--- src/hdl/scr_pkg.sv ---
`timescale 1ns / 1ps
// scr_pkg: types, constants and helpers shared by the cookie hash pipeline
// no dependencies

package scr_pkg;

  localparam int WORD_W      = 32;
  localparam int NUM_WORDS   = 16;
  localparam int KEY_REGS    = 8;
  localparam int KEY_REG_W   = 64;
  localparam int CFG_IDX_W   = 3;
  localparam int BIN_W       = 4;
  localparam int ROUNDS_DEF  = 6;
  localparam int STEPS       = 4;   // dependent updates in one quarter round
  localparam int QUARTERS    = 4;   // independent quarter rounds in one round

  typedef logic [WORD_W-1:0]                 word_t;
  typedef logic [NUM_WORDS-1:0][WORD_W-1:0]  word_vec_t;
  typedef logic [CFG_IDX_W-1:0]              cfg_idx_t;
  typedef logic [KEY_REG_W-1:0]              key_reg_t;

  // operation codes
  localparam logic FUNC_GENERATE = 1'b0;
  localparam logic FUNC_VERIFY   = 1'b1;

  // side data that travels along with the state words
  typedef struct packed {
    logic  func;
    word_t tag;   // generate: epoch bin in bits 3:0, verify: cookie with bin cleared
  } side_t;

  typedef struct packed {
    logic  valid;
    side_t side;
  } stage_t;

  // word indexes of each quarter round: [0 column, 1 row round][quarter][position a,b,c,d]
  localparam int QIDX [2][QUARTERS][STEPS] = '{
    '{'{0, 4, 8, 12}, '{5, 9, 13, 1}, '{10, 14, 2, 6}, '{15, 3, 7, 11}},
    '{'{0, 1, 2, 3},  '{5, 6, 7, 4},  '{10, 11, 8, 9}, '{15, 12, 13, 14}}
  };

  // rotate amount of each step of a quarter round
  localparam int ROT_AMT [STEPS] = '{7, 9, 13, 18};

  function automatic word_t rotl(input word_t v, input int unsigned s);
    word_t res;
    res = (v << s) | (v >> (WORD_W - s));
    return res;
  endfunction

endpackage

--- src/hdl/scr_cell.sv ---
`timescale 1ns / 1ps
// scr_cell: one add-rotate-xor step of four parallel quarter rounds, registered
// depends on scr_pkg

module scr_cell
  import scr_pkg::*;
#(
  parameter int ROW  = 0,   // 0 column round, 1 row round
  parameter int STEP = 0    // step within the quarter round, 0..3
) (
  input  logic      clk,
  input  logic      rst_n,
  input  stage_t    up_i,
  input  word_vec_t up_words_i,
  output logic      up_ready_o,
  output stage_t    dn_o,
  output word_vec_t dn_words_o,
  input  logic      dn_ready_i
);

  localparam int POS_T = (STEP + 1) % STEPS;
  localparam int POS_A = STEP;
  localparam int POS_B = (STEP + 3) % STEPS;
  localparam int ROT   = ROT_AMT[STEP];

  stage_t    dn_r;
  word_vec_t words_r;
  word_vec_t words_nxt;

  // four independent quarter-round updates
  always_comb begin
    words_nxt = up_words_i;
    for (int q = 0; q < QUARTERS; q++) begin
      words_nxt[QIDX[ROW][q][POS_T]] = up_words_i[QIDX[ROW][q][POS_T]] ^
        rotl(up_words_i[QIDX[ROW][q][POS_A]] + up_words_i[QIDX[ROW][q][POS_B]], ROT);
    end
  end

  assign up_ready_o = !dn_r.valid || dn_ready_i;

  // stage register
  always_ff @(posedge clk) begin
    if (!rst_n) begin
      dn_r.valid <= 1'b0;
    end else if (up_ready_o) begin
      dn_r.valid <= up_i.valid;
    end
  end

  always_ff @(posedge clk) begin
    if (up_ready_o && up_i.valid) begin
      dn_r.side <= up_i.side;
      words_r   <= words_nxt;
    end
  end

  assign dn_o       = dn_r;
  assign dn_words_o = words_r;

endmodule

--- config.mk ---
export PLATFORM = sky130hd
export DESIGN_NAME = scr_cell
export DESIGN_NICKNAME = d
export VERILOG_FILES = /design/src/hdl/scr_pkg.sv /design/src/hdl/scr_cell.sv
export SDC_FILE = /design/constraint.sdc
export NUM_CORES = 1
export LEC_CHECK = 0
export ABC_AREA = 1
export BUFFER_PORTS_ARGS = -buffer_cell sky130_fd_sc_hd__buf_2
export CORE_AREA = 2 2 429 431
export CTS_BUF_LIST = sky130_fd_sc_hd__clkbuf_16
export CTS_CLUSTER_SIZE = 20
export DETAILED_ROUTE_END_ITERATION = 10
export DIE_AREA = 0 0 431 433
export MAX_ROUTING_LAYER = met4
export REMOVE_ABC_BUFFERS = 1
export SYNTH_ARGS = -nofsm -noshare
export SYNTH_HDL_FRONTEND = slang
export SYNTH_SLANG_ARGS = --single-unit
--- constraint.sdc ---
create_clock -name clk -period 42.2 [get_ports clk]
set_clock_uncertainty 0.15 [all_clocks]
set_input_delay 8.44 -clock clk [delete_from_list [all_inputs] [get_ports clk]]
set_output_delay 8.44 -clock clk [all_outputs]
set_load 0.005 [all_outputs]
==> results_dict.tcl <==
set metrics [dict create \
    status "completed" \
    grt_pass1_vias 22500 \
    required_ns 33.61 \
    crit_top_cell "buf_2" \
    ant_nets 0 \
    placed_area_mm2 0.0358 \
    io_buffer_count 1095 \
    final-hold-violation-count 0 \
    path_max_fanout 2 \
    clock_latency_ns 0.66 \
    netlist_instances 2723 \
    syn2layout_area_growth_pct 40.2 \
    post-route-util 0.210 \
    drv_cap 0 \
    drt-pass1-iter-count 5 \
    cts_made_buffers 72 \
    routed_wl_um 150000 \
    period_needed_ns 17.48 \
    critical_path.slowest_cell "buf_2" \
    power_density_mw_per_mm2 41.7 \
    ys_warn_count 0 \
    drc 0 \
    final_net_count 4578 \
    setup_viol 0 \
    start_util 0.150 \
    mostFrequentLayoutCell "buf_2" \
    root_buffer "clkbuf_16" \
    rsz0062_at_grt "false" \
    vias 23600 \
    setup_tns_ns 0 \
    grt_max_degree 89 \
    grt_pass1_wl_um 192000 \
    hold_ws_ns 0.446 \
    cts_tree "built" \
    ioPinCount 1096 \
    grt_antenna_before_repair 109 \
    fp.coreArea_mm2 0.182 \
    cp_top_family "buffers and inverters" \
    grt_overflow 0 \
    syn_avg_cell_area_um2 10.0 \
    crit_buf_inv 3 \
    hold_class "flip-flop to flip-flop" \
    dp_hpwl_um 131000 \
    cts_htree_levels 3 \
    cts.sinks 546 \
    routabilityCongestion 0.998 \
    cp-end-kind "output pin" \
    die_area_mm2 0.187 \
    path_clk_slew_ns 0.06 \
    drive_gt1_frac 0.319 \
    max_freq_ghz 0.0572 \
    fin_crit_sh 0.414 \
    synth_seq_cells 546 \
    slowest_delay_ns 0.14 \
    ys_seq_area_frac 0.602 \
    netlist_area_mm2 0.0272 \
    slew_viol_final 0 \
    worstMarginPinSlew_ns 1.13 \
    die_y_um 433 \
    synthDistinctLibCells 21 \
    p_leak_nw 18.4 \
    clockBufferDepth 3 \
    grt_use_total 0.158 \
    final_cell_mix "buf_2 (1095), nand2_1 (875), inv_1 (549)" \
    cp-start-kind "primary input" \
    die_w_um 431 \
    crit_chain "buf_2 -> inv_1 -> nand2_1 -> buf_2" \
    wl_per_cell_um 23.5 \
    crit_arrival_ns 8.89 \
    cts_setup_buffers 0 \
    path_class "primary input to output pin" \
    ir_drop_v 0.0000267 \
    hold_buffers 0 \
    cts-resized-gates 0 \
    stdcell_area_mm2 0.0382 \
    fill_cells 20100 \
    max_slew_margin 0.245 \
    via_per_inst 3.69 \
    drt_iter0_drc 1698 \
    rows 157 \
]
==> power breakdown <==
group          switching, mW  internal, mW
Combinational          0.204         0.107
Clock                  0.269         0.347
Sequential            0.0130         0.654
Total                  0.486          1.11
==> routing by layer <==
metal | share of wire | GRT usage | wire, µm | up-vias
li1 | - | - | - | 11100
met1 | 0.37 | 0.165 | 56100 | 11200
met2 | 0.51 | 0.279 | 77100 | 991
met3 | 0.075 | 0.0525 | 11300 | 241
met4 | 0.037 | 0.0494 | 5540 | 0
met5 | 0 | - | 0 | -
==> synth_stat cells <==
cell type	number	area [µm²]
ha_1	124	1550
nand4_1	15	93.8
fa_1	4	80.1
a21o_1	8	60.1
nand2_2	38	238
dfxtp_1	1	20.0
nor3_1	23	115
nand2_1	875	3280
a21oi_1	85	425
edfxtp_1	545	16400
o21bai_1	4	30.0
nand3b_1	16	120
nand3_2	7	70.1
inv_1	534	2000
nand3_1	98	490
nor2_2	5	31.3
nor3_2	1	10.0
xnor2_1	79	692
a21boi_0	1	7.51
nor2_1	147	552
xor2_1	113	990
==> metrics by stage <==
stage          setup WS [ns]  std cells  power [mW]
6_report               24.72       6383        1.59
5_1_grt                24.68       6375        1.66
4_1_cts                24.72       6339        1.62
3_5_place_dp           24.72       6212       0.991
3_3_place_gp           24.71       6212       0.989
2_1_floorplan           5.86       2723       0.852
==> final cells by class <==
| cell class | count | area (µm²) | share of cell area |
|---|---|---|---|
| Sequential cell | 546 | 16400 | 0.429 |
| Timing Repair Buffer | 1104 | 5550 | 0.145 |
| Multi-Input combinational cell | 1643 | 8850 | 0.232 |
| Tap cell | 2385 | 2980 | 0.0781 |
| Inverter | 534 | 2000 | 0.0525 |
| Clock inverter | 53 | 455 | 0.0119 |
| Antenna cell | 44 | 110 | 0.00288 |
| Clock buffer | 74 | 1850 | 0.0485 |
==> final timing paths <==
path	startpoint	endpoint	slack, ns	cells past startpoint
min reg2reg	dn_o[33]	dn_o[33]	0.45	2
max reg2reg	dn_o[33]	dn_words_o[20]	37.71	5
max	dn_ready_i	up_ready_o	24.72	4
min	dn_o[33]	dn_o[33]	0.45	2
==> state kept, by name, summed over array words and instances, names as in the netlist <==
| register | count |
|---|---|
| dn_o | 34 |
| dn_words_o | 512 |
==> cell families (layout without fill, tap and decap cells) <==
kind of cell / Yosys count / count (layout) / share of synthesized area
AO/OA/AOI/OAI: 98 / 98 / 0.0192
adder cells (fa/ha/maj): 128 / 128 / 0.0599
XOR/XNOR: 192 / 192 / 0.0618
buffers and inverters: 534 / 1765 / 0.0736
other: 0 / 44 / 0
flip-flops: 546 / 546 / 0.602
AND/OR/NAND/NOR: 1225 / 1225 / 0.184
==> worst min-delay path, delay by kind of cell (launching register included) <==
kind	cells	cell delay, ns
compound gates	1	0.08
flops	1	0.34
simple gates	1	0.12
Note: power is estimated with default switching activity, not from simulation.
