===== config.mk =====
export PLATFORM = sky130hd
export DESIGN_NAME = scr_final_flat
export DESIGN_NICKNAME = d
export VERILOG_FILES = /design/src/hdl/scr_pkg.sv /design/src/hdl/scr_if.sv /design/src/hdl/scr_final.sv /design/src/flat_wrapper.sv
export SDC_FILE = /design/constraint.sdc
export NUM_CORES = 1
export LEC_CHECK = 0
export ABC_AREA = 0
export BUFFER_PORTS_ARGS = -buffer_cell sky130_fd_sc_hd__buf_2
export CAP_MARGIN = 40
export CORE_AREA = 2 2 227 229
export DETAILED_ROUTE_END_ITERATION = 6
export DIE_AREA = 0 0 229 231
export GPL_ROUTABILITY_DRIVEN = 0
export SETUP_SLACK_MARGIN = 0.15
export SLEW_MARGIN = 40
export SYNTH_ARGS = -nofsm -noshare
export SYNTH_HDL_FRONTEND = slang
export SYNTH_SLANG_ARGS = --single-unit

===== constraint.sdc =====
create_clock -name clk -period 3.9 [get_ports clk]
set_input_delay 0.585 -clock clk [delete_from_list [all_inputs] [get_ports clk]]
set_output_delay 0.585 -clock clk [all_outputs]
set_load 0.005 [all_outputs]

===== src/hdl/scr_pkg.sv =====
`timescale 1ns / 1ps
// scr_pkg: types, constants and helpers shared by the cookie hash pipeline
// no dependencies

package scr_pkg;

  localparam int WORD_W      = 32;
  localparam int NUM_WORDS   = 16;
  localparam int KEY_REGS    = 8;
  localparam int KEY_REG_W   = 64;
  localparam int CFG_IDX_W   = 3;
  localparam int BIN_W       = 4;
  localparam int ROUNDS_DEF  = 6;
  localparam int STEPS       = 4;   // dependent updates in one quarter round
  localparam int QUARTERS    = 4;   // independent quarter rounds in one round

  typedef logic [WORD_W-1:0]                 word_t;
  typedef logic [NUM_WORDS-1:0][WORD_W-1:0]  word_vec_t;
  typedef logic [CFG_IDX_W-1:0]              cfg_idx_t;
  typedef logic [KEY_REG_W-1:0]              key_reg_t;

  // operation codes
  localparam logic FUNC_GENERATE = 1'b0;
  localparam logic FUNC_VERIFY   = 1'b1;

  // side data that travels along with the state words
  typedef struct packed {
    logic  func;
    word_t tag;   // generate: epoch bin in bits 3:0, verify: cookie with bin cleared
  } side_t;

  typedef struct packed {
    logic  valid;
    side_t side;
  } stage_t;

  // word indexes of each quarter round: [0 column, 1 row round][quarter][position a,b,c,d]
  localparam int QIDX [2][QUARTERS][STEPS] = '{
    '{'{0, 4, 8, 12}, '{5, 9, 13, 1}, '{10, 14, 2, 6}, '{15, 3, 7, 11}},
    '{'{0, 1, 2, 3},  '{5, 6, 7, 4},  '{10, 11, 8, 9}, '{15, 12, 13, 14}}
  };

  // rotate amount of each step of a quarter round
  localparam int ROT_AMT [STEPS] = '{7, 9, 13, 18};

  function automatic word_t rotl(input word_t v, input int unsigned s);
    word_t res;
    res = (v << s) | (v >> (WORD_W - s));
    return res;
  endfunction

endpackage


===== src/hdl/scr_if.sv =====


interface scr_out_if;
  logic        valid;
  logic        ready;
  logic [31:0] cookie_out;
  logic        cookie_ok;

  modport source (output valid, cookie_out, cookie_ok, input ready);
  modport sink   (input valid, cookie_out, cookie_ok, output ready);
endinterface


===== src/hdl/scr_final.sv =====
`timescale 1ns / 1ps
// scr_final: diagonal xor, cookie format and compare, output register
// depends on scr_pkg and scr_out_if

module scr_final
  import scr_pkg::*;
(
  input  logic      clk,
  input  logic      rst_n,
  input  stage_t    up_i,
  input  word_vec_t up_words_i,
  output logic      up_ready_o,
  scr_out_if.source out_ch
);

  logic  valid_r;
  word_t cookie_r;
  logic  ok_r;
  word_t hash;
  word_t cookie_nxt;
  logic  ok_nxt;

  // hash and result fields
  always_comb begin
    hash = up_words_i[0] ^ up_words_i[5] ^ up_words_i[10] ^ up_words_i[15];
    if (up_i.side.func == FUNC_GENERATE) begin
      cookie_nxt = {hash[WORD_W-BIN_W-1:0], up_i.side.tag[BIN_W-1:0]};
      ok_nxt     = 1'b0;
    end else begin
      cookie_nxt = '0;
      ok_nxt     = hash[WORD_W-BIN_W-1:0] == up_i.side.tag[WORD_W-1:BIN_W];
    end
  end

  assign up_ready_o = !valid_r || out_ch.ready;

  // output register
  always_ff @(posedge clk) begin
    if (!rst_n) begin
      valid_r <= 1'b0;
    end else if (up_ready_o) begin
      valid_r <= up_i.valid;
    end
  end

  always_ff @(posedge clk) begin
    if (up_ready_o && up_i.valid) begin
      cookie_r <= cookie_nxt;
      ok_r     <= ok_nxt;
    end
  end

  assign out_ch.valid      = valid_r;
  assign out_ch.cookie_out = cookie_r;
  assign out_ch.cookie_ok  = ok_r;

endmodule


===== src/flat_wrapper.sv =====
// flat-port wrapper written by rule: the top's interface ports become plain ports
module scr_final_flat import scr_pkg::*;
  (clk, rst_n, up_i, up_words_i, up_ready_o, out_ch_valid, out_ch_cookie_out, out_ch_cookie_ok, out_ch_ready);
  scr_out_if out_ch_i ();
  input  logic clk;
  input  logic rst_n;
  input  stage_t up_i;
  input  word_vec_t up_words_i;
  output logic up_ready_o;
  output wire logic [$bits(out_ch_i.valid)-1:0] out_ch_valid;
  output wire logic [$bits(out_ch_i.cookie_out)-1:0] out_ch_cookie_out;
  output wire logic [$bits(out_ch_i.cookie_ok)-1:0] out_ch_cookie_ok;
  input wire logic [$bits(out_ch_i.ready)-1:0] out_ch_ready;
  assign out_ch_valid = out_ch_i.valid;
  assign out_ch_cookie_out = out_ch_i.cookie_out;
  assign out_ch_cookie_ok = out_ch_i.cookie_ok;
  assign out_ch_i.ready = out_ch_ready;
  scr_final u_core (.clk(clk), .rst_n(rst_n), .up_i(up_i), .up_words_i(up_words_i), .up_ready_o(up_ready_o), .out_ch(out_ch_i));
endmodule

==> summary.txt <==
Largest net degree at the start of global routing - 34
Hold crit path type - in2reg
Async set or reset register ratio after synthesis - 0%
Most instantiated cells after synthesis - 86 x xnor2_1, 33 x edfxtp_1, 28 x nor2_1
Multiplexer share of the synthesized area - 0%
Worst r2r dst - u_core.out_ch.cookie_out[19]$_SDFFCE_PP0P_
Maximum vdd drop - 132.8 uV
Placed Instances - 1060
Hold Path Origin - rst_n
Total grt overflow - 0
Worst skew pair latency - 0.31 ns
Vias in the first global route - 2083
DRT Wirelength - 12350 um
Row count - 83
GRT Util Overall - 4.714%
Final hold viol count - 0
Root Buffer - clkbuf_16
Total of max-cap violations - 0
Vias - 2123
Starting Density - 5.009%
Place WS - 1.276 ns
Area leader, netlist - edfxtp_1
Filler cells - 5949
Share of cells above drive strength 1 - 51.94%
P&R area growth vs syn - 75.60%
Max Freq - 453.2 MHz
# port buffers - 183
Final Max Slew Viols - 0
Total CTS buffers - 5
CP Data Required Time - 4.08 ns
WL/cell - 11.56 um
DIE AREA - 52900 um2
Status - finished clean
Grt met2 use - 7.273%
Vias/cell - 1.988
Register-to-register setup slack - 2.22 ns
Post-Layout Cell Count - 1068
Synthesized instance count - 197
Setup TNS - 0 ns
Largest family of logic cells by synthesized area - XOR/XNOR gates
HPWL after detailed placement - 10760 um
Layout Skew - 0.01282 ns
Final number of setup-violating endpoints - 0
Width of the die - 229 um
Synth Area in Adders - 0%
Synth cell types - 16
Grt met1 use - 5.608%
Ys flop type - edfxtp_1
Reg2reg path depth - 3
Clock Path Buffers - 2
CTS resizes - 0
# Post-CTS Setup Buffers - 0
Drt drc - 0
Period utilization - 56.58%
Compound-Gate Fraction of Synth Area - 0.2957%
Ys Warns - 0
Worst-margin pin slew - 0.7054 ns
Worst-case hold path end point - u_core.out_ch.valid$_SDFFE_PN0N_
Pre-antenna DRT Iters - 5
Synth Area in XOR/XNOR - 51.01%
Hold path cells - 2
Count leader, synth - xnor2_1
CTS tree - yes
First-pass GRT wire length - 15980 um
Leakage - 1.771 nW
# H-tree levels - 2
Final #Nets - 936
Setup Crit Path Kind - in2reg
Final worst-path setup slack - 1.693 ns
Final ANT Viol Nets - 0
RSZ-0062 raised after global routing - no
Critical path data arrival time - 2.39 ns
Critical path startpoint category - primary input
CTS sink cnt - 34
Core ar. - 50680 um2
Busiest grt layer - met2
Synth area leaders - edfxtp_1 39%, xnor2_1 30%, xnor3_1 17%
Post-synth EDFFs - 33
Chip height - 231 um
Met3 usage - 2.742%
Crit path max fanout - 2
Pwr dens - 308.9 nW/um2
Syn nets - 746
Clock-pin slew on the worst setup and hold paths - 0.07 ns
Seq cells post-synth - 34
Netlist Area Pre-Place - 2539 um2
Hold buffers post-CTS - 0
Synth Area per Inst - 12.89 um2
Final Critical Period - 2.207 ns
Initial antenna violation count - 12
Io pins - 584
Reg-to-Reg Start - u_core.out_ch.valid$_SDFFE_PN0N_
Synth Area in Simple Gates - 8.280%
Relative slew slack - 52.63%
Synth top area share - 39.03%
Starting DRC count in detailed routing - 40
Seq/Total Area, Yosys - 39.82%
CP endpoint kind - flip-flop
power by group:
group          internal [mW]  switching [mW]
registers              0.445         0.00765
clock network          0.233           0.213
logic                  0.253           0.225
state kept, by name, summed over array words and instances (netlist names):
register,flops
u_core.out_ch.cookie_ok,1
u_core.out_ch.cookie_out,32
u_core.out_ch.valid,1
cell type report:
type                            count  area [um2]  share of cell area, %
Antenna cell                        1       2.502                0.05613
Clock buffer                        5       125.1                  2.807
Clock inverter                      2       10.01                 0.2245
Inverter                            1       3.754                0.08420
Multi-Input combinational cell    159        1514                  33.96
Sequential cell                    34        1011                  22.68
Tap cell                          680       850.8                  19.09
Timing Repair Buffer              186       940.9                  21.11
critical path, cell delays in order:
cell and delay, ns:
buf_2 0.10, xnor2_1 0.56, xnor3_1 0.35, nand4_1 0.17, nor4_1 0.23, buf_4 0.19
and4_1 0.19
cell families after synthesis:
kind of cell | count (synthesis)
XOR/XNOR | 112
AND/OR/NAND/NOR | 46
buffers and inverters | 4
flip-flops | 34
AO/OA/AOI/OAI | 1
worst max path at each step:
stage / end / startpoint / depth (start not counted) / slack (ns)
3_3_place_gp: u_core.out_ch.cookie_ok$_SDFFCE_PN0P_ / up_words_i[330] / 7 / 1.31
4_1_cts: u_core.out_ch.cookie_ok$_SDFFCE_PN0P_ / up_words_i[337] / 7 / 1.63
5_1_grt: u_core.out_ch.cookie_ok$_SDFFCE_PN0P_ / up_words_i[337] / 7 / 1.60
2_1_floorplan: u_core.out_ch.cookie_ok$_SDFFCE_PN0P_ / out_ch_ready / 2 / 1.95
6_report: u_core.out_ch.cookie_ok$_SDFFCE_PN0P_ / up_words_i[337] / 7 / 1.69
3_5_place_dp: u_core.out_ch.cookie_ok$_SDFFCE_PN0P_ / up_words_i[337] / 7 / 1.28
metal layers:
metal | wire length, um | share of wire (%)
met4 | 218 | 1.8
met3 | 1405 | 11
met5 | 25 | 0.20
met2 | 5422 | 44
met1 | 5277 | 43
cells in the final DEF (no fill, tap or decap), types with 5 or more instances in the layout:
cell type    n
clkbuf_16    5
xnor3_1     19
buf_2      182
nor2_1      28
edfxtp_1    33
xnor2_1     86
xnor2_2      7
metrics by stage:
stage,hold slack (ns),cell area [um2],utilization (%),total power [mW]
after global placement,0.5008,4318,8.520,0.9509
after detailed placement,0.5206,4320,8.525,0.9615
after floorplan,0.5366,2539,-,0.7380
final,0.5197,4458,8.797,1.377
after CTS,0.4878,4456,8.792,1.449
after global routing,0.5000,4456,8.792,1.481
(Power assumes the default switching activity.)
