**src/hdl/scr_pkg.sv**
```systemverilog
`timescale 1ns / 1ps
// scr_pkg: types, constants and helpers shared by the cookie hash pipeline
// no dependencies

package scr_pkg;

  localparam int WORD_W      = 32;
  localparam int NUM_WORDS   = 16;
  localparam int KEY_REGS    = 8;
  localparam int KEY_REG_W   = 64;
  localparam int CFG_IDX_W   = 3;
  localparam int BIN_W       = 4;
  localparam int ROUNDS_DEF  = 6;
  localparam int STEPS       = 4;   // dependent updates in one quarter round
  localparam int QUARTERS    = 4;   // independent quarter rounds in one round

  typedef logic [WORD_W-1:0]                 word_t;
  typedef logic [NUM_WORDS-1:0][WORD_W-1:0]  word_vec_t;
  typedef logic [CFG_IDX_W-1:0]              cfg_idx_t;
  typedef logic [KEY_REG_W-1:0]              key_reg_t;

  // operation codes
  localparam logic FUNC_GENERATE = 1'b0;
  localparam logic FUNC_VERIFY   = 1'b1;

  // side data that travels along with the state words
  typedef struct packed {
    logic  func;
    word_t tag;   // generate: epoch bin in bits 3:0, verify: cookie with bin cleared
  } side_t;

  typedef struct packed {
    logic  valid;
    side_t side;
  } stage_t;

  // word indexes of each quarter round: [0 column, 1 row round][quarter][position a,b,c,d]
  localparam int QIDX [2][QUARTERS][STEPS] = '{
    '{'{0, 4, 8, 12}, '{5, 9, 13, 1}, '{10, 14, 2, 6}, '{15, 3, 7, 11}},
    '{'{0, 1, 2, 3},  '{5, 6, 7, 4},  '{10, 11, 8, 9}, '{15, 12, 13, 14}}
  };

  // rotate amount of each step of a quarter round
  localparam int ROT_AMT [STEPS] = '{7, 9, 13, 18};

  function automatic word_t rotl(input word_t v, input int unsigned s);
    word_t res;
    res = (v << s) | (v >> (WORD_W - s));
    return res;
  endfunction

endpackage

```
**src/hdl/scr_if.sv**
```systemverilog
`timescale 1ns / 1ps
// scr_in_if / scr_out_if: valid-ready channels for requests and results
// no dependencies

interface scr_in_if;
  logic        valid;
  logic        ready;
  logic        func;
  logic [31:0] peer_address;
  logic [15:0] peer_port;
  logic [31:0] current_epoch;
  logic [31:0] cookie_in;

  modport source (output valid, func, peer_address, peer_port, current_epoch, cookie_in,
                  input ready);
  modport sink   (input valid, func, peer_address, peer_port, current_epoch, cookie_in,
                  output ready);
endinterface


```
**src/hdl/scr_prep.sv**
```systemverilog
`timescale 1ns / 1ps
// scr_prep: key registers, epoch rebuild and key mixing, first pipeline register
// depends on scr_pkg and scr_in_if

module scr_prep
  import scr_pkg::*;
(
  input  logic             clk,
  input  logic             rst_n,
  input  logic             cfg_we,
  input  cfg_idx_t         cfg_index,
  input  key_reg_t         cfg_data,
  scr_in_if.sink           in_ch,
  output stage_t           dn_o,
  output word_vec_t        dn_words_o,
  input  logic             dn_ready_i
);

  key_reg_t  key_r [KEY_REGS];
  stage_t    dn_r;
  word_vec_t words_r;
  word_vec_t words_nxt;
  side_t     side_nxt;
  word_t     ep_base;
  word_t     ep_nxt;
  logic      bin_ahead;
  logic      load;

  // key register writes
  always_ff @(posedge clk) begin
    if (!rst_n) begin
      for (int i = 0; i < KEY_REGS; i++) key_r[i] <= '0;
    end else if (cfg_we) begin
      key_r[cfg_index] <= cfg_data;
    end
  end

  // epoch rebuild for verify, step back one wrap when the bin is ahead
  always_comb begin
    ep_base   = {in_ch.current_epoch[WORD_W-1:BIN_W], in_ch.cookie_in[BIN_W-1:0]};
    bin_ahead = in_ch.cookie_in[BIN_W-1:0] > in_ch.current_epoch[BIN_W-1:0];
    if (in_ch.func == FUNC_GENERATE) begin
      ep_nxt = in_ch.current_epoch;
    end else if (bin_ahead) begin
      ep_nxt = ep_base - word_t'(1 << BIN_W);
    end else begin
      ep_nxt = ep_base;
    end
  end

  // initial state words and side data
  always_comb begin
    for (int i = 0; i < KEY_REGS; i++) begin
      words_nxt[2*i]   = key_r[i][WORD_W-1:0];
      words_nxt[2*i+1] = key_r[i][KEY_REG_W-1:WORD_W];
    end
    words_nxt[4]  = key_r[2][WORD_W-1:0] + in_ch.peer_address;
    words_nxt[6]  = key_r[3][WORD_W-1:0] + ep_nxt;
    words_nxt[8]  = key_r[4][WORD_W-1:0] + {16'b0, in_ch.peer_port};
    words_nxt[10] = key_r[5][WORD_W-1:0] + ep_nxt;
    side_nxt.func = in_ch.func;
    if (in_ch.func == FUNC_GENERATE) begin
      side_nxt.tag = {{(WORD_W-BIN_W){1'b0}}, in_ch.current_epoch[BIN_W-1:0]};
    end else begin
      side_nxt.tag = {in_ch.cookie_in[WORD_W-1:BIN_W], {BIN_W{1'b0}}};
    end
  end

  assign in_ch.ready = !dn_r.valid || dn_ready_i;
  assign load        = in_ch.ready;

  // stage register
  always_ff @(posedge clk) begin
    if (!rst_n) begin
      dn_r.valid <= 1'b0;
    end else if (load) begin
      dn_r.valid <= in_ch.valid;
    end
  end

  always_ff @(posedge clk) begin
    if (load && in_ch.valid) begin
      dn_r.side <= side_nxt;
      words_r   <= words_nxt;
    end
  end

  assign dn_o       = dn_r;
  assign dn_words_o = words_r;

endmodule

```
**src/flat_wrapper.sv**
```systemverilog
// flat-port wrapper written by rule: the top's interface ports become plain ports
module scr_prep_flat import scr_pkg::*;
  (clk, rst_n, cfg_we, cfg_index, cfg_data, dn_o, dn_words_o, dn_ready_i, in_ch_valid, in_ch_func, in_ch_peer_address, in_ch_peer_port, in_ch_current_epoch, in_ch_cookie_in, in_ch_ready);
  scr_in_if in_ch_i ();
  input  logic clk;
  input  logic rst_n;
  input  logic cfg_we;
  input  cfg_idx_t cfg_index;
  input  key_reg_t cfg_data;
  output stage_t dn_o;
  output word_vec_t dn_words_o;
  input  logic dn_ready_i;
  input wire logic [$bits(in_ch_i.valid)-1:0] in_ch_valid;
  input wire logic [$bits(in_ch_i.func)-1:0] in_ch_func;
  input wire logic [$bits(in_ch_i.peer_address)-1:0] in_ch_peer_address;
  input wire logic [$bits(in_ch_i.peer_port)-1:0] in_ch_peer_port;
  input wire logic [$bits(in_ch_i.current_epoch)-1:0] in_ch_current_epoch;
  input wire logic [$bits(in_ch_i.cookie_in)-1:0] in_ch_cookie_in;
  output wire logic [$bits(in_ch_i.ready)-1:0] in_ch_ready;
  assign in_ch_i.valid = in_ch_valid;
  assign in_ch_i.func = in_ch_func;
  assign in_ch_i.peer_address = in_ch_peer_address;
  assign in_ch_i.peer_port = in_ch_peer_port;
  assign in_ch_i.current_epoch = in_ch_current_epoch;
  assign in_ch_i.cookie_in = in_ch_cookie_in;
  assign in_ch_ready = in_ch_i.ready;
  scr_prep u_core (.clk(clk), .rst_n(rst_n), .cfg_we(cfg_we), .cfg_index(cfg_index), .cfg_data(cfg_data), .in_ch(in_ch_i), .dn_o(dn_o), .dn_words_o(dn_words_o), .dn_ready_i(dn_ready_i));
endmodule
```
**config.mk**
```make
export PLATFORM = sky130hd
export DESIGN_NAME = scr_prep_flat
export DESIGN_NICKNAME = d
export VERILOG_FILES = /design/src/hdl/scr_pkg.sv /design/src/hdl/scr_if.sv /design/src/hdl/scr_prep.sv /design/src/flat_wrapper.sv
export SDC_FILE = /design/constraint.sdc
export NUM_CORES = 1
export LEC_CHECK = 0
export BUFFER_PORTS_ARGS = -buffer_cell sky130_fd_sc_hd__buf_2
export CAP_MARGIN = 0
export CORE_MARGIN = 10
export CORE_UTILIZATION = 60
export DETAILED_ROUTE_END_ITERATION = 8
export HOLD_SLACK_MARGIN = 0.02
export PLACE_DENSITY = 0.88
export SYNTH_ARGS = -nofsm -noshare
export SYNTH_HDL_FRONTEND = slang
export SYNTH_SLANG_ARGS = --single-unit
export TNS_END_PERCENT = 50
```
**constraint.sdc**
```tcl
create_clock -name clk -period 41.8 [get_ports clk]
set_clock_uncertainty 0.05 [all_clocks]
set_input_delay 10.45 -clock clk [delete_from_list [all_inputs] [get_ports clk]]
set_output_delay 10.45 -clock clk [all_outputs]
set_load 0.03 [all_outputs]
```
==> results of run 1 <==
[cell families (layout without fill, tap and decap cells)]
family	count (synthesis)	after routing
buffers and inverters	111	990
and+or+nand+nor	808	808
muxes	5	5
DFF	1058	1058
AOI/OAI and AO/OA	323	323
adders and majority gates	118	118
other	0	23
xor gates and xnor gates	139	139
[metrics by stage]
stage / util [%] / hold slack (ns) / power (uW) / instance area (um2) / setup slack (ns)
after global routing: 72.8 / 0.351 / 2610 / 50100 / 20.34
after detailed placement: 67.9 / 0.355 / 1630 / 46700 / 20.38
after global placement: 67.9 / 0.350 / 1610 / 46700 / 20.42
final: 72.9 / 0.350 / 2550 / 50100 / 20.37
after floorplan: - / 0.350 / 1520 / 41800 / 17.67
after CTS: 72.8 / 0.342 / 2550 / 50100 / 20.39
[routing by layer]
| layer | wire [um] | track usage, % |
|---|---|---|
| met1 | 41300 | 34.3 |
| met2 | 61500 | 49.8 |
| met3 | 14300 | 8.32 |
| met4 | 5880 | 14.5 |
| met5 | 13 | 0 |
[where the power goes]
| group | switching [uW] | internal (uW) | total [uW] | leakage (uW) |
|---|---|---|---|---|
| logic | 234 | 88.3 | 323 | 0.00764 |
| registers | 28.5 | 1260 | 1290 | 0.0102 |
| clock network | 406 | 534 | 939 | 0.00164 |
| total | 669 | 1880 | 2550 | 0.0195 |
[cell type report]
type                    instances  share of cell area [%]
diodes                         23                   0.115
inverters                      45                   0.337
well taps                     931                    2.32
multi-input cells            1393                    19.4
flip-flops and latches       1058                    63.3
clock buffers                 125                    5.26
clock inverters                66                    1.49
repair buffers                754                    7.69
[synthesized netlist by cell type (4+ instances only)]
| library cell | count |
|---|---|
| a21o_1 | 54 |
| a211oi_1 | 10 |
| nor2b_1 | 11 |
| nand2_1 | 56 |
| xor2_1 | 49 |
| o31ai_1 | 7 |
| nand3_1 | 29 |
| nor4_1 | 6 |
| o211ai_1 | 13 |
| mux2i_1 | 5 |
| nor3_1 | 19 |
| nand4_1 | 10 |
| xnor2_1 | 90 |
| ha_1 | 114 |
| a21boi_0 | 7 |
| and3_1 | 14 |
| o21a_1 | 12 |
| o21bai_1 | 10 |
| edfxtp_1 | 1057 |
| and2_1 | 545 |
| nand2b_1 | 13 |
| clkbuf_1 | 66 |
| fa_1 | 4 |
| o221ai_1 | 4 |
| inv_1 | 45 |
| nor3b_1 | 8 |
| a31oi_1 | 21 |
| nand3b_1 | 7 |
| a41o_1 | 4 |
| nor2_1 | 69 |
| o21ai_0 | 54 |
| a21oi_1 | 93 |
| a221oi_1 | 4 |
| or3_1 | 7 |
[sequential cells by signal, summed over array words and instances, names as in the netlist]
register           count
u_core.dn_words_o    256
u_core.dn_o           34
dn_words_o           256
u_core.key_r         512
[worst max-delay path by stage]
| stage | start | end | slack (ns) | depth (start not counted) |
|---|---|---|---|---|
| finish | dn_ready_i | in_ch_ready | 20.37 | 3 |
| global route | dn_ready_i | in_ch_ready | 20.34 | 3 |
| CTS | dn_ready_i | in_ch_ready | 20.39 | 3 |
| detailed placement | dn_ready_i | in_ch_ready | 20.38 | 3 |
| global placement | dn_ready_i | in_ch_ready | 20.42 | 3 |
| floorplan | dn_ready_i | dn_words_o[0] | 17.67 | 2 |
==> flow_metrics.env, run 1 <==
export IMPL_status="finished, final reports clean"
export IMPL_start_kind="primary input"
export IMPL_initial_core_util_pct=60.7
export IMPL_wirelength_um=123000
export IMPL_synthSimpleGateAreaFrac_pct=11.4
export IMPL_r2r_setup_slack_ns=38.17
export IMPL_nets=3657
export IMPL_rsz0062_at_grt="no"
export IMPL_min_period_ns=21.43
export IMPL_viasPerCell=5.89
export IMPL_postCtsHoldBufs=0
export IMPL_synth_compound_area_share_pct=5.00
export IMPL_synth_cell_area_um2=41800
export IMPL_drt_pass1_iterations=5
export IMPL_reg2reg_depth=4
export IMPL_cts_sinks=1058
export IMPL_hold_path_class="flip-flop to flip-flop"
export IMPL_die_h_um=284
export IMPL_synth_seq_area_share_pct=76.0
export IMPL_final_common_cell="edfxtp_1"
export IMPL_yosysTopAreaCell="edfxtp_1"
export IMPL_drc=0
export IMPL_hpwl_um=81800
export IMPL_insertion_delay_ns=0.67
export IMPL_syn_nets=2865
export IMPL_hold_start="u_core.key_r[1][7]"
export IMPL_ys_warnings_count=0
export IMPL_power_density_nw_per_um2=50.9
export IMPL_cts_resized=0
export IMPL_synth_seq_cells=1058
export IMPL_rows=96
export IMPL_dp_cells=4181
export IMPL_synth_edff_count=1057
export IMPL_die_area_um2=80600
export IMPL_slew_violations=0
export IMPL_worstReg2RegStart="u_core.dn_o[33]"
export IMPL_io_buffers=731
export IMPL_max_stage_delay_ns=0.21
export IMPL_stdcell_count=4395
export IMPL_synthAdderAreaFrac_pct=3.61
export IMPL_crit_arrival_ns=10.93
export IMPL_grt_usage_pct=29.5
export IMPL_cts_buffers=102
export IMPL_cp_slowest_cell="buf_2"
export IMPL_grt_first_pass_wirelength_um=174000
export IMPL_vias=25900
export IMPL_worst_r2r_endpoint="dn_words_o[20]"
export IMPL_final_hold_violation_count=0
export IMPL_vdd_drop_max_v=0.0000709
export IMPL_area_delta_synth_final_pct=20.0
export IMPL_synth_xor_xnor_area_share_pct=2.91
export IMPL_crit_type="primary input to output port"
export IMPL_multi_input_area_um2=9750
export IMPL_die_w_um=284
export IMPL_crit_fanout=3
export IMPL_ant_nets=0
export IMPL_drive_gt1_share_pct=27.0
export IMPL_fin_setup_tns_ns=0
export IMPL_setup_worst_path_end_class="output port"
export IMPL_core_area_um2=68800
export IMPL_htreeDepth=3
export IMPL_layout_common_cells="edfxtp_1, buf_2, and2_1"
export IMPL_n_fill_cell=3901
export IMPL_netlist_instances=2562
export IMPL_required_ns=31.30
export IMPL_ys_flop_type="edfxtp_1"
export IMPL_cts_setup_buffers=0
export IMPL_whs_endpoint="dn_words_o[71]"
export IMPL_slew_headroom_pct=19.6
export IMPL_wl_per_cell_um=28.0
export IMPL_drt_iter0_markers=3157
export IMPL_clockBufferDepth=3
export IMPL_routabilityCongestion=0.920
export IMPL_grt_ovfl_total=0
export IMPL_grt_max_degree=187
export IMPL_synth_distinct_cells=62
export IMPL_avgSynthCellArea_um2=16.3
export IMPL_cts_tree="built"
export IMPL_power_leakage_uw=0.0195
export IMPL_grt_pass1_vias=25700
export IMPL_report_final_setup_viol=0
export IMPL_synthMuxAreaShare_pct=0.120
export IMPL_hold_depth=0
export IMPL_cp_num_buf_inv=2
export IMPL_fmax_mhz=46.7
export IMPL_critPathTopFamily="buffers and inverters"
export IMPL_cp_common_cell="buf_2"
export IMPL_clock_root_buffer="clkbuf_16"
export IMPL_ios=732
export IMPL_seq_area_um2=31800
export IMPL_crit_chain="buf_2, nand2b_1, buf_2"
export IMPL_synthArstFlopShare_pct=0
export IMPL_worstMarginPinSlew_ns=1.20
export IMPL_synth_area_top_cells="edfxtp_1, and2_1, ha_1"
export IMPL_post_route_period_util_pct=51.3
export IMPL_antenna_found_initial=25
export IMPL_cap_violations=0
export IMPL_clk_pin_slew_ns=0.06
export IMPL_synth_top_family_by_area="simple AND/OR/NAND/NOR gates"
export IMPL_yosys_area_top_type_share_pct=76.0
Note: power is estimated with default switching activity, not from simulation.
==> run 2: changes to the inputs <==
- ABC_AREA: unset -> 1
- CORE_UTILIZATION: 60 -> 56
- PLACE_DENSITY: 0.88 -> 0.83
- clock period: 41.8 -> 20.4 ns (I/O delays scaled with it)
==> run 2 against run 1 <==
Effect of this change:
- worst setup slack worse by 11 ns
- critical path type unchanged
- die area is 9.4% higher
- clock-buffer cell count decreased by 5
- highest routed layer unchanged
- hold slack lost 0.0097 ns
==> flow_metrics.env, run 2 <==
export IMPL_required_ns=15.25
export IMPL_layout_common_cells="edfxtp_1, buf_2, nor2_1"
export IMPL_power_leakage_uw=0.0213
export IMPL_synth_xor_xnor_area_share_pct=1.96
export IMPL_rsz0062_at_grt="no"
export IMPL_viasPerCell=5.66
export IMPL_vias=29900
export IMPL_drc=0
export IMPL_antenna_found_initial=10
export IMPL_drt_iter0_markers=3765
export IMPL_cts_setup_buffers=0
export IMPL_synthSimpleGateAreaFrac_pct=13.9
export IMPL_slew_violations=0
export IMPL_drive_gt1_share_pct=22.1
export IMPL_grt_pass1_vias=29500
export IMPL_nets=4467
export IMPL_setup_worst_path_end_class="output port"
export IMPL_initial_core_util_pct=56.5
export IMPL_largest_reg_flops=512
export IMPL_r2r_setup_slack_ns=16.64
export IMPL_crit_arrival_ns=5.69
export IMPL_synthAdderAreaFrac_pct=3.51
export IMPL_fmax_mhz=92.3
export IMPL_place_ws_ns=9.69
export IMPL_grt_first_pass_wirelength_um=206000
export IMPL_die_area_um2=88100
export IMPL_clock_root_buffer="clkbuf_16"
export IMPL_ys_warnings_count=0
export IMPL_die_w_um=297
export IMPL_grt_ovfl_total=0
export IMPL_ios=732
export IMPL_netlist_instances=3378
export IMPL_cts_tree="built"
export IMPL_wirelength_um=146000
export IMPL_report_final_setup_viol=0
export IMPL_ys_flop_type="edfxtp_1"
export IMPL_holdWs_ns=0.341
export IMPL_cap_violations=0
export IMPL_cts_buffers=99
export IMPL_clockBufferDepth=3
export IMPL_synth_edff_count=1057
export IMPL_n_fill_cell=5224
export IMPL_drt_pass1_iterations=6
export IMPL_synth_distinct_cells=44
export IMPL_hold_path_class="flip-flop to flip-flop"
export IMPL_routabilityCongestion=0.960
export IMPL_htreeDepth=3
export IMPL_start_kind="primary input"
export IMPL_postCtsHoldBufs=0
export IMPL_slew_headroom_pct=23.2
export IMPL_io_buffers=731
export IMPL_syn_nets=3681
export IMPL_insertion_delay_ns=0.70
export IMPL_status="finished, final reports clean"
export IMPL_synth_seq_area_share_pct=74.0
export IMPL_rows=101
export IMPL_post_route_period_util_pct=53.1
export IMPL_clk_pin_slew_ns=0.06
export IMPL_fin_setup_tns_ns=0
export IMPL_yosys_top_cells_count="edfxtp_1, nor2_1, nand2_1, inv_1, a21oi_1"
export IMPL_wl_per_cell_um=27.6
export IMPL_grt_max_degree=159
export IMPL_yosys_area_top_type_share_pct=73.9
export IMPL_grt_usage_pct=32.2
export IMPL_dp_cells=5093
export IMPL_power_density_nw_per_um2=104
export IMPL_synth_top_family_by_area="simple AND/OR/NAND/NOR gates"
export IMPL_synth_compound_area_share_pct=3.39
export IMPL_finalPower_uw=5330
export IMPL_hpwl_um=103000
export IMPL_ant_nets=0
export IMPL_synth_seq_cells=1058
export IMPL_final_hold_violation_count=0
export IMPL_area_delta_synth_final_pct=19.5
export IMPL_synthMuxAreaShare_pct=0
export IMPL_synth_cell_area_um2=42900
export IMPL_crit_fanout=2
export IMPL_fin_ws_ns=9.56
export IMPL_cts_resized=0
export IMPL_avgSynthCellArea_um2=12.7
export IMPL_vdd_drop_max_v=0.000116
export IMPL_synth_most_common_cell="edfxtp_1"
export IMPL_min_period_ns=10.84
export IMPL_synthArstFlopShare_pct=0
export IMPL_core_area_um2=75900
export IMPL_yosysTopAreaCell="edfxtp_1"
export IMPL_synth_area_top_cells="edfxtp_1, nor2_1, nand2_1"
export IMPL_die_h_um=297
export IMPL_cts_sinks=1058
export IMPL_crit_type="primary input to output port"
export IMPL_stdcell_count=5281
export IMPL_final_common_cell="edfxtp_1"
export IMPL_largest_register="u_core.key_r"
export IMPL_worstMarginPinSlew_ns=1.15
[run 2: cell count changes after synthesis, sizes merged, moves of 20 or more]
cell	before	now
o21ai	55	87
nand3	29	127
a31oi	21	0
a21o	54	8
nand2	56	544
inv	45	296
nor2	69	725
buf	0	44
and2	545	3
xor2	49	69
a21oi	93	148
nor3	19	41
xnor2	90	27
clkbuf	66	18
[run 2: layout make-up]
| type | instances | area (um2) | share of cell area, % |
|---|---|---|---|
| Inverter | 297 | 1110 | 2.17 |
| Clock inverter | 62 | 873 | 1.70 |
| Multi-Input combinational cell | 1961 | 9900 | 19.3 |
| Sequential cell | 1058 | 31800 | 61.9 |
| Tap cell | 1030 | 1290 | 2.51 |
| Timing Repair Buffer | 747 | 3800 | 7.41 |
| Clock buffer | 120 | 2560 | 4.98 |
| Antenna cell | 6 | 15.0 | 0.0293 |
[run 2: logic make-up after synthesis]
kind of cell / after synthesis
compound gates: 268
fa+ha+maj: 118
flops: 1058
buf+inv: 359
xor+xnor: 96
simple gates: 1479
[run 2: per-layer routing]
metal | global-route usage [%] | vias to the layer above | part of all wire, % | routed length, um
met5 | 0 | - | 0.0082 | 12
met4 | 15.5 | 2 | 5.2 | 7590
met3 | 10.5 | 321 | 12 | 17600
met2 | 51.8 | 1916 | 47 | 68500
met1 | 38.9 | 14500 | 36 | 52100
li1 | - | 13200 | - | -
[run 2: power breakdown]
part	switching (uW)	internal [uW]	total, uW
sequential	55.1	2580	2640
combinational	575	172	748
clock	838	1110	1950
total	1470	3860	5330
[run 2: worst max-delay path, stage by stage]
cell     delay (ns)
buf_2          0.11
inv_1          0.16
nand2_1        0.11
buf_2          0.20
[run 2: final timing paths]
kind | cells past startpoint | end | from
hold / removal | 0 | u_core.dn_words_o[229] | u_core.key_r[3][37]
setup / recovery | 4 | in_ch_ready | dn_ready_i
setup reg to reg | 4 | u_core.dn_words_o[334] | u_core.dn_o[33]
hold reg to reg | 0 | u_core.dn_words_o[229] | u_core.key_r[3][37]
[run 2: through the flow]
stage                     cell area [um2]  utilization (%)
final                               51300             67.6
after global routing                51300             67.5
after CTS                           51300             67.5
after detailed placement            47900             63.0
after global placement              47900             63.0
after floorplan                     42900                -
